--- src/twdbf_pkg.sv ---
`default_nettype none

package twdbf_pkg;

  localparam int unsigned DataPeriods = 8;
  localparam int unsigned PeriodW = 4;

  typedef enum logic {
    FUNC_LOAD = 1'b0,
    FUNC_TICK = 1'b1
  } func_t;

  typedef enum logic [1:0] {
    OP_WRITE = 2'd0,
    OP_READ  = 2'd1,
    OP_IDLE  = 2'd2
  } op_t;

  typedef struct packed {
    logic       func;
    logic [1:0] op_kind;
    logic       start_flag;
    logic       stop_level;
    logic [7:0] tx_byte;
    logic [7:0] idle_count;
    logic       data_in;
  } in_item_t;

  typedef struct packed {
    logic       clock_pulse;
    logic       data_level;
    logic       data_drive;
    logic [7:0] rx_byte;
    logic       last_period;
    logic       rejected;
  } out_item_t;

endpackage

`default_nettype wire

--- src/twdbf_in_if.sv ---
`default_nettype none

interface twdbf_in_if;
  logic                 valid;
  logic                 ready;
  twdbf_pkg::in_item_t  data;

  modport source (output valid, output data, input ready);
  modport sink (input valid, input data, output ready);
endinterface

`default_nettype wire

--- src/twdbf_out_if.sv ---
`default_nettype none

interface twdbf_out_if;
  logic                 valid;
  logic                 ready;
  twdbf_pkg::out_item_t data;

  modport source (output valid, output data, input ready);
  modport sink (input valid, input data, output ready);
endinterface

`default_nettype wire

--- src/two_wire_debug_byte_framer.sv ---
// Master-side byte framer for a two-wire clock/data debug link. A load
// transaction (func 0) starts a byte write, a byte read or a run of idle
// clocks; each tick transaction (func 1) then yields one clock period with
// the data level, the drive enable and the bits read so far. A load while
// an operation runs answers with a rejected result and changes nothing.
// Every transaction is registered at the input, handled by the shift and
// count logic, and its result (if any) lands in an output register, so one
// transaction is taken per clock while the output is drained; a result is
// offered from the output register once its transaction has passed the
// input register, and it waits there while the output is stalled.
`default_nettype none

module two_wire_debug_byte_framer (
  input  wire              clk,
  input  wire              rst,
  twdbf_in_if.sink         in_ch,
  twdbf_out_if.source      out_ch
);

  logic                           in_full;
  twdbf_pkg::in_item_t            in_q;
  logic                           advance;

  logic                           busy, busy_next;
  twdbf_pkg::op_t                 cmd_kind, cmd_kind_next;
  logic [twdbf_pkg::PeriodW-1:0]  period_index, period_index_next;
  logic [7:0]                     shift_reg, shift_reg_next;
  logic [7:0]                     idle_left, idle_left_next;
  logic                           start_pending, start_pending_next;
  logic                           stop_value, stop_value_next;
  logic                           line_level, line_level_next;

  logic                           res_valid;
  twdbf_pkg::out_item_t           res;
  logic                           out_valid;
  twdbf_pkg::out_item_t           out_q;

  logic                           released;
  logic                           in_data_periods;
  logic [7:0]                     rx_now;
  logic [7:0]                     idle_dec;

  assign advance      = in_full && (!out_valid || out_ch.ready);
  assign in_ch.ready  = !in_full || advance;
  assign out_ch.valid = out_valid;
  assign out_ch.data  = out_q;

  assign in_data_periods = (period_index < twdbf_pkg::PeriodW'(twdbf_pkg::DataPeriods));
  assign released = (cmd_kind == twdbf_pkg::OP_READ) && !start_pending && in_data_periods;
  assign rx_now   = (cmd_kind == twdbf_pkg::OP_READ) ? shift_reg : 8'h00;
  assign idle_dec = idle_left - 8'd1;

  always_comb begin
    busy_next          = busy;
    cmd_kind_next      = cmd_kind;
    period_index_next  = period_index;
    shift_reg_next     = shift_reg;
    idle_left_next     = idle_left;
    start_pending_next = start_pending;
    stop_value_next    = stop_value;
    line_level_next    = line_level;
    res_valid          = 1'b0;
    res                = '0;
    if (in_q.func == twdbf_pkg::FUNC_LOAD) begin
      if (busy) begin
        res_valid      = 1'b1;
        res.rejected   = 1'b1;
        res.data_level = released ? 1'b0 : line_level;
        res.data_drive = !released;
      end else begin
        case (in_q.op_kind)
          twdbf_pkg::OP_IDLE: begin
            cmd_kind_next   = twdbf_pkg::OP_IDLE;
            idle_left_next  = in_q.idle_count;
            line_level_next = 1'b1;
            busy_next       = |in_q.idle_count;
          end
          twdbf_pkg::OP_WRITE, twdbf_pkg::OP_READ: begin
            cmd_kind_next      = twdbf_pkg::op_t'(in_q.op_kind);
            start_pending_next = in_q.start_flag;
            stop_value_next    = in_q.stop_level;
            shift_reg_next     = (in_q.op_kind == twdbf_pkg::OP_WRITE) ? in_q.tx_byte : 8'h00;
            period_index_next  = '0;
            busy_next          = 1'b1;
          end
          default: begin
          end
        endcase
      end
    end else if (busy) begin
      res_valid       = 1'b1;
      res.clock_pulse = 1'b1;
      res.data_drive  = 1'b1;
      if (cmd_kind == twdbf_pkg::OP_IDLE) begin
        line_level_next = 1'b1;
        idle_left_next  = idle_dec;
        busy_next       = |idle_dec;
        res.data_level  = 1'b1;
        res.last_period = ~|idle_dec;
      end else if (start_pending) begin
        start_pending_next = 1'b0;
        line_level_next    = 1'b0;
        res.rx_byte        = rx_now;
      end else if (in_data_periods) begin
        period_index_next = period_index + twdbf_pkg::PeriodW'(1);
        if (cmd_kind == twdbf_pkg::OP_READ) begin
          shift_reg_next = {in_q.data_in, shift_reg[7:1]};
          res.data_drive = 1'b0;
          res.rx_byte    = {in_q.data_in, shift_reg[7:1]};
        end else begin
          shift_reg_next  = {1'b0, shift_reg[7:1]};
          line_level_next = shift_reg[0];
          res.data_level  = shift_reg[0];
        end
      end else begin
        line_level_next = stop_value;
        busy_next       = 1'b0;
        res.data_level  = stop_value;
        res.rx_byte     = rx_now;
        res.last_period = 1'b1;
      end
    end
  end

  // input register
  always_ff @(posedge clk) begin
    if (rst) begin
      in_full <= 1'b0;
    end else if (in_ch.ready) begin
      in_full <= in_ch.valid;
    end
  end

  always_ff @(posedge clk) begin
    if (in_ch.ready && in_ch.valid) begin
      in_q <= in_ch.data;
    end
  end

  // framer state
  always_ff @(posedge clk) begin
    if (rst) begin
      busy          <= 1'b0;
      cmd_kind      <= twdbf_pkg::OP_WRITE;
      period_index  <= '0;
      shift_reg     <= 8'h00;
      idle_left     <= 8'h00;
      start_pending <= 1'b0;
      stop_value    <= 1'b0;
      line_level    <= 1'b0;
    end else if (advance) begin
      busy          <= busy_next;
      cmd_kind      <= cmd_kind_next;
      period_index  <= period_index_next;
      shift_reg     <= shift_reg_next;
      idle_left     <= idle_left_next;
      start_pending <= start_pending_next;
      stop_value    <= stop_value_next;
      line_level    <= line_level_next;
    end
  end

  // result register
  always_ff @(posedge clk) begin
    if (rst) begin
      out_valid <= 1'b0;
    end else if (advance) begin
      out_valid <= res_valid;
    end else if (out_ch.ready) begin
      out_valid <= 1'b0;
    end
  end

  always_ff @(posedge clk) begin
    if (advance && res_valid) begin
      out_q <= res;
    end
  end

endmodule

`default_nettype wire

--- src/flat_wrapper.sv ---
// flat-port wrapper written by rule: the top's interface ports become plain ports
module two_wire_debug_byte_framer_flat 
  (clk, rst, in_ch_valid, in_ch_data, in_ch_ready, out_ch_valid, out_ch_data, out_ch_ready);
  twdbf_in_if in_ch_i ();
  twdbf_out_if out_ch_i ();
  input  wire clk;
  input  wire rst;
  input wire logic [$bits(in_ch_i.valid)-1:0] in_ch_valid;
  input wire logic [$bits(in_ch_i.data)-1:0] in_ch_data;
  output wire logic [$bits(in_ch_i.ready)-1:0] in_ch_ready;
  output wire logic [$bits(out_ch_i.valid)-1:0] out_ch_valid;
  output wire logic [$bits(out_ch_i.data)-1:0] out_ch_data;
  input wire logic [$bits(out_ch_i.ready)-1:0] out_ch_ready;
  assign in_ch_i.valid = in_ch_valid;
  assign in_ch_i.data = in_ch_data;
  assign in_ch_ready = in_ch_i.ready;
  assign out_ch_valid = out_ch_i.valid;
  assign out_ch_data = out_ch_i.data;
  assign out_ch_i.ready = out_ch_ready;
  two_wire_debug_byte_framer u_core (.clk(clk), .rst(rst), .in_ch(in_ch_i), .out_ch(out_ch_i));
endmodule
--- config.mk ---
export PLATFORM = sky130hd
export DESIGN_NAME = two_wire_debug_byte_framer_flat
export DESIGN_NICKNAME = d
export VERILOG_FILES = /design/src/twdbf_pkg.sv /design/src/twdbf_in_if.sv /design/src/twdbf_out_if.sv /design/src/two_wire_debug_byte_framer.sv /design/src/flat_wrapper.sv
export SDC_FILE = /design/constraint.sdc
export NUM_CORES = 1
export LEC_CHECK = 0
export BUFFER_PORTS_ARGS = -buffer_cell sky130_fd_sc_hd__buf_2
export CORE_MARGIN = 5
export CORE_UTILIZATION = 50
export CTS_BUF_LIST = sky130_fd_sc_hd__clkbuf_8 sky130_fd_sc_hd__clkbuf_16
export DETAILED_ROUTE_END_ITERATION = 8
export HOLD_SLACK_MARGIN = 0.1
export PLACE_DENSITY_LB_ADDON = 0.25
export REMOVE_ABC_BUFFERS = 1
export SYNTH_ARGS = -nofsm -noshare
export SYNTH_HDL_FRONTEND = slang
export SYNTH_SLANG_ARGS = --single-unit
--- constraint.sdc ---
create_clock -name clk -period 4.6 [get_ports clk]
set_input_delay 0.23 -clock clk [delete_from_list [all_inputs] [get_ports clk]]
set_output_delay 0.23 -clock clk [all_outputs]
set_load 0.005 [all_outputs]
==> impl_results.md, run 1 <==
* CORE AREA at between 5000 and 6000 µm²
* Post-layout min period at 2480 ps
* Cell Area, Placed at about 3100 µm²
* Max FFs per register at 22
* Max FO, Critical Path at 19
* F_max at ~400 MHz
* Yosys cell types at between 50 and 60
* Hold path startpoint: out_ch_ready
* Reg clk slew, reported paths at ~80 ps
* CTS tree: built
* Layout area overhead at 21.0%
* Vias per Instance at 5.29
* Synth warn at 0
* Slowest stage delay, CP at 630 ps
* CTS max path bufs at 2
* Commonest cells after routing, fill and taps aside: buf_2, a21oi_1, nand2_1
* Clock Skew at ~9.1 ps
* Vias in the first global route at 2,053
* Ant. Diodes at 0
* Die W at 86.7 µm
* Max Cap Viol at 0
* DRC at 0
* RR Startpoint: u_core.busy$_SDFFE_PP0P_
* Hold Fails Final Rpt at 0
* Final Cycle Share at 0.539
* Endpoints failing setup at 0
* Commonest non-fill, non-tap cell in the layout: buf_2
* Largest net degree at the start of global routing at between 40 and 50
* Drt pass-1 iters at 4
* Sequential share of the synthesized area at 0.549
* Layout Nets at 375
* FILL cells at 489
* PwrDens at 347 nW/µm²
* WL final at between 5 and 6 mm
* Sum of negative setup slack at 0 ps
* Initial antenna violation count at 0
* Share of layout cells above drive strength 1 at 0.198
* Min-Delay Path Depth at 3
* Top post-synthesis cells by area: edfxtp_1, dfxtp_1, a21oi_1
* Hold Crit Endpoint: u_core.out_ch.valid$_SDFFE_PP0P_
* CP endpoint kind: register
* Clk sinks at 63
* Port Buffers at 40
* Total GRT Usage at 0.172
* Number of synthesized flops with an enable pin at 35
* # IOs at 41
* Syn avg cell area at 10.4 µm²
* Worst-Skew Late Latency at 340 ps
* Gr ovfl total at 0
* Reg with most FFs: u_core.in_q
* Synthesized instance count at 283
* Crit Path Class: register to register
* Simple-gate share of the synthesized area at 0.185
* Worst hold path type: input pin to register
* Seq cells post-synth at 63
* Worst path cell trace: clkinv_1 > ha_1 > inv_1 > o2111ai_1 > nor2b_2 > a41oi_1 > nor3_1
* Dpl hpwl at 3.99 mm
* Worst-case reg-to-reg path depth at 7
* Die area at 7510 µm²
* Most used DFF post-synth: edfxtp_1
* Root buffer cell: clkbuf_8
* Via count at 2,236
* Compound-gate portion of the synthesized area at 0.168
* Die H at 86.7 µm
* Post-CTS sizing at 0
* First-pass GRT wire length at 9.94 mm
* Worst Tran Pin Value at 907 ps
* Hold WS at approximately 260 ps
* CTS Buf Count at 9
* Post-layout instance area at 3560 µm²
* Xor/xnor share of the synthesized area at 0.0119
* Area share of fa/ha/maj cells after synthesis at 0.0256
* P_leak at 1.33 nW
* GPL Wtd Cong at between 0.8 and 0.9
* Top cell type's share of synthesized area at 0.358
* Post-synthesis async set-or-reset flop share at 0
* Headroom to the max-slew limit at 0.395
* Worst reg2reg setup slack at 2120 ps
* Site Rows at 28
* Leading area contributor after synthesis: edfxtp_1
* Routed Antenna Nets at 0
* Combinational family with the most area after synthesis: simple AND/OR/NAND/NOR gates
* Slowest-stage cell, CP: nor2b_2
* Average wire per standard cell at 14.2 µm
* Status: finished clean
* H-tree depth at 3
* Startpoint Class: register
* Synthesized area at ~2900 µm²
* Number of DRC markers in iteration 0 at 231
* Maximum vdd drop at 0.245 mV
* RSZ-0062 raised after global routing: no
* Worst r2r dst: u_core.period_index[3]$_SDFFE_PP0P_
* Post-synthesis mux area share at 0.00681
* Post-CTS Setup Repair Bufs at 0
* CP Data Required Time at 4860 ps
* Critical Path AT at approximately 2800 ps
* Fin. max-slew vios at 0
* Initial Utilization at 0.505
-- layer usage --
layer / vias to the layer above / global-route usage / part of all wire
met5: - / 0 / 0
met4: 0 / 0.0722 / 0.013
met3: 6 / 0.0447 / 0.059
met2: 73 / 0.237 / 0.45
met1: 1006 / 0.254 / 0.48
li1: 1151 / - / -
-- critical path: cells and delay by family (launching register included) --
kind	cells	cell delay (ps)
AO/OA/AOI/OAI	2	410
buffers and inverters	2	340
adder cells (fa/ha/maj)	1	410
flip-flops	1	460
AND/OR/NAND/NOR	2	780
-- power breakdown --
part           switching (W)  internal [W]  leakage, nW
Combinational      0.0000612     0.0000521        0.650
Sequential         0.0000178      0.000618        0.574
Clock               0.000229      0.000257        0.102
Total               0.000308      0.000927         1.33
-- logic make-up after synthesis --
| kind of cell | count (synthesis) |
|---|---|
| compound gates | 77 |
| xor+xnor | 4 |
| fa+ha+maj | 6 |
| buf+inv | 26 |
| flops | 63 |
| mux | 2 |
| simple gates | 105 |
-- synthesized netlist by cell type (all sizes together) (3+ instances only) --
library cell,count
nand2,36
ha,6
nand3,5
a21oi,36
a31oi,3
nor3b,8
o211ai,3
dfxtp,28
nor2b,4
edfxtp,35
nor2,24
buf,7
inv,10
clkbuf,8
a211oi,10
nand2b,3
o21ai,9
nor3,6
and2,3
-- how the worst max path moves through the flow --
stage	endpoint	startpoint
final	u_core.period_index[3]$_SDFFE_PP0P_	u_core.busy$_SDFFE_PP0P_
after global routing	u_core.shift_reg[2]$_SDFFE_PP0P_	u_core.busy$_SDFFE_PP0P_
after CTS	u_core.period_index[3]$_SDFFE_PP0P_	u_core.busy$_SDFFE_PP0P_
after detailed placement	u_core.period_index[3]$_SDFFE_PP0P_	u_core.busy$_SDFFE_PP0P_
after global placement	u_core.period_index[3]$_SDFFE_PP0P_	u_core.busy$_SDFFE_PP0P_
after floorplan	u_core.period_index[3]$_SDFFE_PP0P_	u_core.in_q[21]$_DFFE_PP_
-- stage by stage --
stage | worst slack (ps) | instances | utilization | power (W)
6_report | 2120 | 423 | 0.611 | 0.00124
5_1_grt | 1840 | 423 | 0.611 | 0.00129
3_5_place_dp | 2170 | 384 | 0.537 | 0.000745
2_1_floorplan | 1770 | 268 | - | 0.000708
4_1_cts | 2140 | 423 | 0.611 | 0.00124
3_3_place_gp | 2290 | 384 | 0.537 | 0.000743
-- what timing repair did --
action                                  in CTS  in global routing
hold endpoints to repair                    23                  0
endpoints found under the setup margin       0                  0
hold buffers                                23                  0
-- area by class of cell --
type                            count  area [µm²]  area share
Clock buffer                        9         124      0.0348
Clock inverter                      7        80.1      0.0225
Inverter                           11        41.3      0.0116
Multi-Input combinational cell    194        1170       0.328
Sequential cell                    63        1610       0.453
Tap cell                           75        93.8      0.0264
Timing Repair Buffer               64         438       0.123
Note: power is estimated with default switching activity, not from simulation.
==> run 2: changes to the inputs <==
- clock period: 4.6 -> 2.2 ns (I/O delays scaled with it)
==> impl_results.md, run 2 (synthesized netlist as in run 1, its figures left out) <==
* Status: finished clean (unchanged)
* Detail Route met2 WL at 2.75 mm (was 2.68 mm)
* Root buffer cell: clkbuf_8 (unchanged)
* Die W at 86.7 µm (unchanged)
* Worst-Skew Late Latency at 330 ps (was 340 ps)
* Max Cap Viol at 0 (unchanged)
* Worst Tran Pin Value at 557 ps (was 907 ps)
* RR Startpoint: u_core.busy$_SDFFE_PP0P_ (unchanged)
* P_leak at 1.35 nW (was 1.33 nW)
* CP endpoint kind: register (unchanged)
* First-pass GRT wire length at 10.1 mm (was 9.94 mm)
* Drt pass-1 iters at 5 (was 4)
* PwrDens at 703 nW/µm² (was 347 nW/µm²)
* Vias per Instance at 5.24 (was 5.29)
* Site Rows at 28 (unchanged)
* Maximum vdd drop at 0.633 mV (was 0.245 mV)
* Met3 wire len at 290 µm (was 351 µm)
* Area of the multi-input gates at 1170 µm² (about the same)
* Endpoints failing setup at 0 (unchanged)
* Gr ovfl total at 0 (unchanged)
* Hold Crit Endpoint: u_core.out_ch.valid$_SDFFE_PP0P_ (unchanged)
* CTS tree: built (unchanged)
* Reg with most FFs: u_core.in_q (unchanged)
* Startpoint Class: register (unchanged)
* CTS Buf Count at 9 (unchanged)
* Ant. Diodes at 0 (unchanged)
* GPL Wtd Cong at 0.847 (was 0.823)
* Vias in the first global route at 2,151 (was 2,053)
* CTS max path bufs at 2 (unchanged)
* Layout Nets at 382 (was 375)
* Headroom to the max-slew limit at 0.628 (was 0.395)
* Number of DRC markers in iteration 0 at 185 (was 231)
* Worst r2r dst: u_core.shift_reg[0]$_SDFFE_PP0P_ (was u_core.period_index[3]$_SDFFE_PP0P_)
* Commonest cells after routing, fill and taps aside: buf_2, a21oi_1, nand2_1 (unchanged)
* Initial antenna violation count at 0 (unchanged)
* Die H at 86.7 µm (unchanged)
* Commonest non-fill, non-tap cell in the layout: buf_2 (unchanged)
* Worst setup margin at 185 ps (was 2120 ps)
* Hold path startpoint: out_ch_ready (unchanged)
* Critical Path AT at 2260 ps (was 2750 ps)
* Fin. max-slew vios at 0 (unchanged)
* Initial Utilization at 0.505 (unchanged)
* Clock Skew at 7.92 ps (was 9.10 ps)
* Share of layout cells above drive strength 1 at 0.220 (was 0.198)
* H-tree depth at 3 (unchanged)
* Cell Area, Placed at 3170 µm² (was 3120 µm²)
* DRC at 0 (unchanged)
* Post-layout instance area at 3610 µm² (was 3560 µm²)
* Final Cycle Share at 0.916 (was 0.539)
* WL final at 6.10 mm (was 5.99 mm)
* Crit Path Class: register to register (unchanged)
* Register area at 1610 µm² (unchanged)
* Total GRT Usage at 0.175 (was 0.172)
* Worst-case reg-to-reg path depth at 8 (was 7)
* # IOs at 41 (unchanged)
* CP Data Required Time at 2440 ps (was 4860 ps)
* Via count at 2,253 (was 2,236)
* Post-place setup slack at 133 ps (was 2170 ps)
* Dpl hpwl at 4.15 mm (was 3.99 mm)
* Worst hold path type: input pin to register (unchanged)
* Max FFs per register at 22 (unchanged)
* Layout area overhead at 23.0% (was 21.0%)
* Average wire per standard cell at 14.2 µm (about the same)
* Hold Fails Final Rpt at 0 (unchanged)
* Clk sinks at 63 (unchanged)
* Largest net degree at the start of global routing at 33 (was 43)
* Die area at 7510 µm² (unchanged)
* Power, Total at 0.00254 W (was 0.00124 W)
* Min-Delay Path Depth at 3 (unchanged)
* Post-layout util at 0.621 (was 0.611)
* Worst setup startpoint: u_core.busy$_SDFFE_PP0P_ (unchanged)
* RSZ-0062 raised after global routing: no (unchanged)
* Routed Antenna Nets at 0 (unchanged)
* Port Buffers at 40 (unchanged)
* F_max at 496 MHz (was 403 MHz)
* FILL cells at 495 (was 489)
* CORE AREA at 5820 µm² (unchanged)
* Max FO, Critical Path at 19 (unchanged)
* Sum of negative setup slack at 0 ps (unchanged)
* Post-CTS Setup Repair Bufs at 0 (unchanged)
* Reg clk slew, reported paths at 70 ps (was 80 ps)
* Worst reg2reg setup slack at 190 ps (was 2120 ps)
* Post-layout min period at 2010 ps (was 2480 ps)
* Met1 WL at 2.99 mm (was 2.88 mm)
* DR top layer: met4 (unchanged)
[run 2: cell count changes in the layout (fill, tap and decap cells not counted), sizes merged]
cell      previous run  this run
clkbuf               9        11
clkinvlp             1         2
buf                 41        48
inv                 13        11
bufinv               1         0
[run 2: per-stage QoR]
step	cells	hold WS, ps
after CTS	430	114
after global routing	430	151
final	430	124
after floorplan	268	175
after detailed placement	391	288
after global placement	391	286
[run 2: worst max path at each step]
stage                                                endpoint  slack [ps]  cells after the start
after floorplan           u_core.period_index[3]$_SDFFE_PP0P_        -630                      7
after global placement    u_core.out_ch.data[1]$_SDFFCE_PN0P_         150                      7
after detailed placement  u_core.out_ch.data[1]$_SDFFCE_PN0P_         130                      7
after CTS                 u_core.out_ch.data[1]$_SDFFCE_PN0P_         100                      7
after global routing      u_core.period_index[3]$_SDFFE_PP0P_           9                      8
final                        u_core.shift_reg[0]$_SDFFE_PP0P_         190                      8
[run 2: report_power, final]
part	total [W]	leakage [nW]	switching [W]	internal, W
combinational	0.000251	0.684	0.000133	0.000118
sequential	0.00133	0.574	0.0000366	0.00129
clock	0.000961	0.0971	0.000450	0.000511
[run 2: layer usage]
metal / track usage / vias to the layer above
met1: 0.244 / 1028
met2: 0.261 / 56
met5: 0 / -
li1: - / 1164
met4: 0.0609 / 0
met3: 0.0485 / 5
[run 2: layout make-up]
cell class,instances,area share
well taps,75,0.0260
flip-flops and latches,63,0.446
multi-input cells,194,0.325
inverters,11,0.0114
repair buffers,71,0.136
clock inverters,5,0.0104
clock buffers,11,0.0450
[run 2: repair_timing]
item,in CTS,in global routing
gates resized for setup,0,2
hold endpoints to repair,23,0
setup endpoints to repair,0,2
hold buffers,23,0
[run 2: critical path, cell delays in order, from the launching register on]
cell,delay [ps]
dfxtp_1,450
clkinv_1,140
ha_1,350
inv_1,70
o2111ai_1,230
nor2b_2,170
buf_4,240
nor2_2,70
a211oi_2,210
==> run 3: changes to the inputs <==
- BUFFER_PORTS_ARGS: -buffer_cell sky130_fd_sc_hd__buf_2 -> default
- DONT_BUFFER_PORTS: default -> 1
- SLEW_MARGIN: default -> 0
==> impl_results.md, run 3 (synthesized netlist as in run 1, its figures left out) <==
* Die W at 86.7 µm (unchanged)
* Drt pass-1 iters at 4 (was 5)
* PwrDens at 716 nW/µm² (was 703 nW/µm²)
* Root buffer cell: clkbuf_8 (unchanged)
* Hold Fails Final Rpt at 0 (unchanged)
* Initial antenna violation count at 0 (unchanged)
* Endpoints failing setup at 0 (unchanged)
* GPL Wtd Cong at 0.873 (was 0.847)
* Vias per Instance at 5.46 (was 5.24)
* Max Cap Viol at 0 (unchanged)
* Min-Delay Path Depth at 1 (was 3)
* Startpoint Class: register (unchanged)
* Final Cycle Share at 0.888 (was 0.916)
* Vias in the first global route at 2,103 (was 2,151)
* CTS max path bufs at 2 (unchanged)
* Worst-case reg-to-reg path depth at 7 (was 8)
* Maximum vdd drop at 0.508 mV (was 0.633 mV)
* Site Rows at 28 (unchanged)
* Fin. max-slew vios at 0 (unchanged)
* Average wire per standard cell at 15.3 µm (was 14.2 µm)
* Initial Utilization at 0.505 (unchanged)
* CTS tree: built (unchanged)
* RSZ-0062 raised after global routing: no (unchanged)
* WL final at 6.02 mm (was 6.10 mm)
* CP endpoint kind: register (unchanged)
* Worst reg2reg setup slack at 250 ps (was 190 ps)
* Critical path's top delay family: simple AND/OR/NAND/NOR gates (was flip-flops)
* Post-CTS Hold Buffers at 25 (was 23)
* Crit Path Class: register to register (unchanged)
* Clk sinks at 63 (unchanged)
* Headroom to the max-slew limit at 0.239 (was 0.628)
* H-tree depth at 3 (unchanged)
* Critical Path AT at 2170 ps (was 2260 ps)
* Worst path bufs/invs at 1 (was 3)
* Post-CTS sizing at 0 (unchanged)
* CP Data Required Time at 2410 ps (was 2440 ps)
* WP depth at 7 (was 8)
* Worst Tran Pin Value at 1140 ps (was 557 ps)
* # IOs at 41 (unchanged)
* Clock Skew at 6.91 ps (was 7.92 ps)
* Worst setup margin at 245 ps (was 185 ps)
* Commonest cells after routing, fill and taps aside: a21oi_1, nand2_1, edfxtp_1 (was buf_2, a21oi_1, nand2_1)
* Cell Count, Final, Fillers Out at 393 (was 430)
* Worst r2r dst: u_core.out_ch.data[1]$_SDFFCE_PN0P_ (was u_core.shift_reg[0]$_SDFFE_PP0P_)
* Die H at 86.7 µm (unchanged)
* Via count at 2,147 (was 2,253)
* Hold path startpoint: in_ch_valid (was out_ch_ready)
* P_leak at 1.19 nW (was 1.35 nW)
* Share of layout cells above drive strength 1 at 0.116 (was 0.220)
* Hold WS at 232 ps (was 124 ps)
* Total GRT Usage at 0.172 (was 0.175)
* Layout Nets at 345 (was 382)
* Routed Antenna Nets at 0 (unchanged)
* Hold Crit Endpoint: u_core.in_q[6]$_DFFE_PP_ (was u_core.out_ch.valid$_SDFFE_PP0P_)
* Power, Total at 0.00244 W (was 0.00254 W)
* Reg clk slew, reported paths at 70 ps (about the same)
* CORE AREA at 5820 µm² (unchanged)
* CTS Buf Count at 9 (unchanged)
* Max FFs per register at 22 (unchanged)
* Number of DRC markers in iteration 0 at 130 (was 185)
* Worst path cell trace: inv_1 > ha_1 > xor2_1 > nor4b_1 > nand2_1 > o31ai_1 > and2_1 (was clkinv_1 > ha_1 > inv_1 > o2111ai_1 > nor2b_2 > buf_4 > nor2_2 > a211oi_2)
* Status: finished clean (unchanged)
* Slowest stage delay, CP at 380 ps (was 450 ps)
* First-pass GRT wire length at 9.92 mm (was 10.1 mm)
* RR Startpoint: u_core.idle_left[0]$_SDFFE_PP0P_ (was u_core.busy$_SDFFE_PP0P_)
* DRC at 0 (unchanged)
* F_max at 512 MHz (was 496 MHz)
* Port Buffers at 0 (was 40)
* Reg with most FFs: u_core.in_q (unchanged)
* Slowest-stage cell, CP: dfxtp_1 (unchanged)
* Max FO, Critical Path at 9 (was 19)
* Dpl hpwl at 4.04 mm (was 4.15 mm)
* Dpl cells at 352 (was 391)
* Ant. Diodes at 0 (unchanged)
* Post-CTS Setup Repair Bufs at 0 (unchanged)
* Worst hold path type: input pin to register (unchanged)
* Die area at 7510 µm² (unchanged)
* Post-layout min period at 1950 ps (was 2010 ps)
* Post-layout util at 0.585 (was 0.621)
* Gr ovfl total at 0 (unchanged)
* Largest net degree at the start of global routing at 29 (was 33)
* Layout area overhead at 15.8% (was 23.0%)
* Worst-Skew Late Latency at 350 ps (was 330 ps)
* Post-place setup slack at 270 ps (was 133 ps)
[run 3: changes by cell type in the layout (fill, tap and decap cells not counted), sizes merged]
cell         delta
clkinv          +2
clkbuf          -2
buf            -39
dlygate4sd3     +2
[run 3: worst max path at each step]
stage / start / end / slack [ps]
5_1_grt: u_core.idle_left[0]$_SDFFE_PP0P_ / u_core.out_ch.data[1]$_SDFFCE_PN0P_ / 40
3_3_place_gp: u_core.idle_left[0]$_SDFFE_PP0P_ / u_core.out_ch.data[1]$_SDFFCE_PN0P_ / 380
2_1_floorplan: u_core.in_q[21]$_DFFE_PP_ / u_core.period_index[3]$_SDFFE_PP0P_ / -630
4_1_cts: u_core.idle_left[0]$_SDFFE_PP0P_ / u_core.out_ch.data[1]$_SDFFCE_PN0P_ / 250
3_5_place_dp: u_core.idle_left[0]$_SDFFE_PP0P_ / u_core.out_ch.data[1]$_SDFFCE_PN0P_ / 270
6_report: u_core.idle_left[0]$_SDFFE_PP0P_ / u_core.out_ch.data[1]$_SDFFCE_PN0P_ / 250
[run 3: layout make-up]
type | count | area, µm²
clock buffers | 9 | 124
clock inverters | 7 | 47.5
fillers | 514 | 2410
inverters | 11 | 41.3
multi-input cells | 194 | 1170
flip-flops and latches | 63 | 1610
well taps | 75 | 93.8
repair buffers | 34 | 318
[run 3: per-stage QoR]
| stage | instance area, µm² | TNS [ps] |
|---|---|---|
| floorplan | 2820 | -7100 |
| global placement | 2980 | 0 |
| detailed placement | 2980 | 0 |
| CTS | 3400 | 0 |
| global route | 3400 | 0 |
| finish | 3400 | 0 |
[run 3: worst reg2reg max path, cell delays in order (launching register included)]
cell and delay [ps]:
dfxtp_1 380, inv_1 90, ha_1 300, xor2_1 170, nor4b_1 300, nand2_1 80, o31ai_1 330, and2_1 170
[run 3: power breakdown]
part | leakage [nW] | switching (W) | internal (W) | total [W]
Combinational | 0.532 | 0.000130 | 0.000105 | 0.000235
Sequential | 0.574 | 0.0000346 | 0.00129 | 0.00133
Clock | 0.0854 | 0.000468 | 0.000407 | 0.000875
Total | 1.19 | 0.000633 | 0.00180 | 0.00244
[run 3: metal layers]
layer,wire length [µm],track usage,vias to the layer above,part of all wire
met5,0,0,-,0
li1,-,-,1093,-
met1,3100,0.246,995,0.51
met4,103,0.0807,0,0.017
met2,2540,0.242,51,0.42
met3,273,0.0456,8,0.045
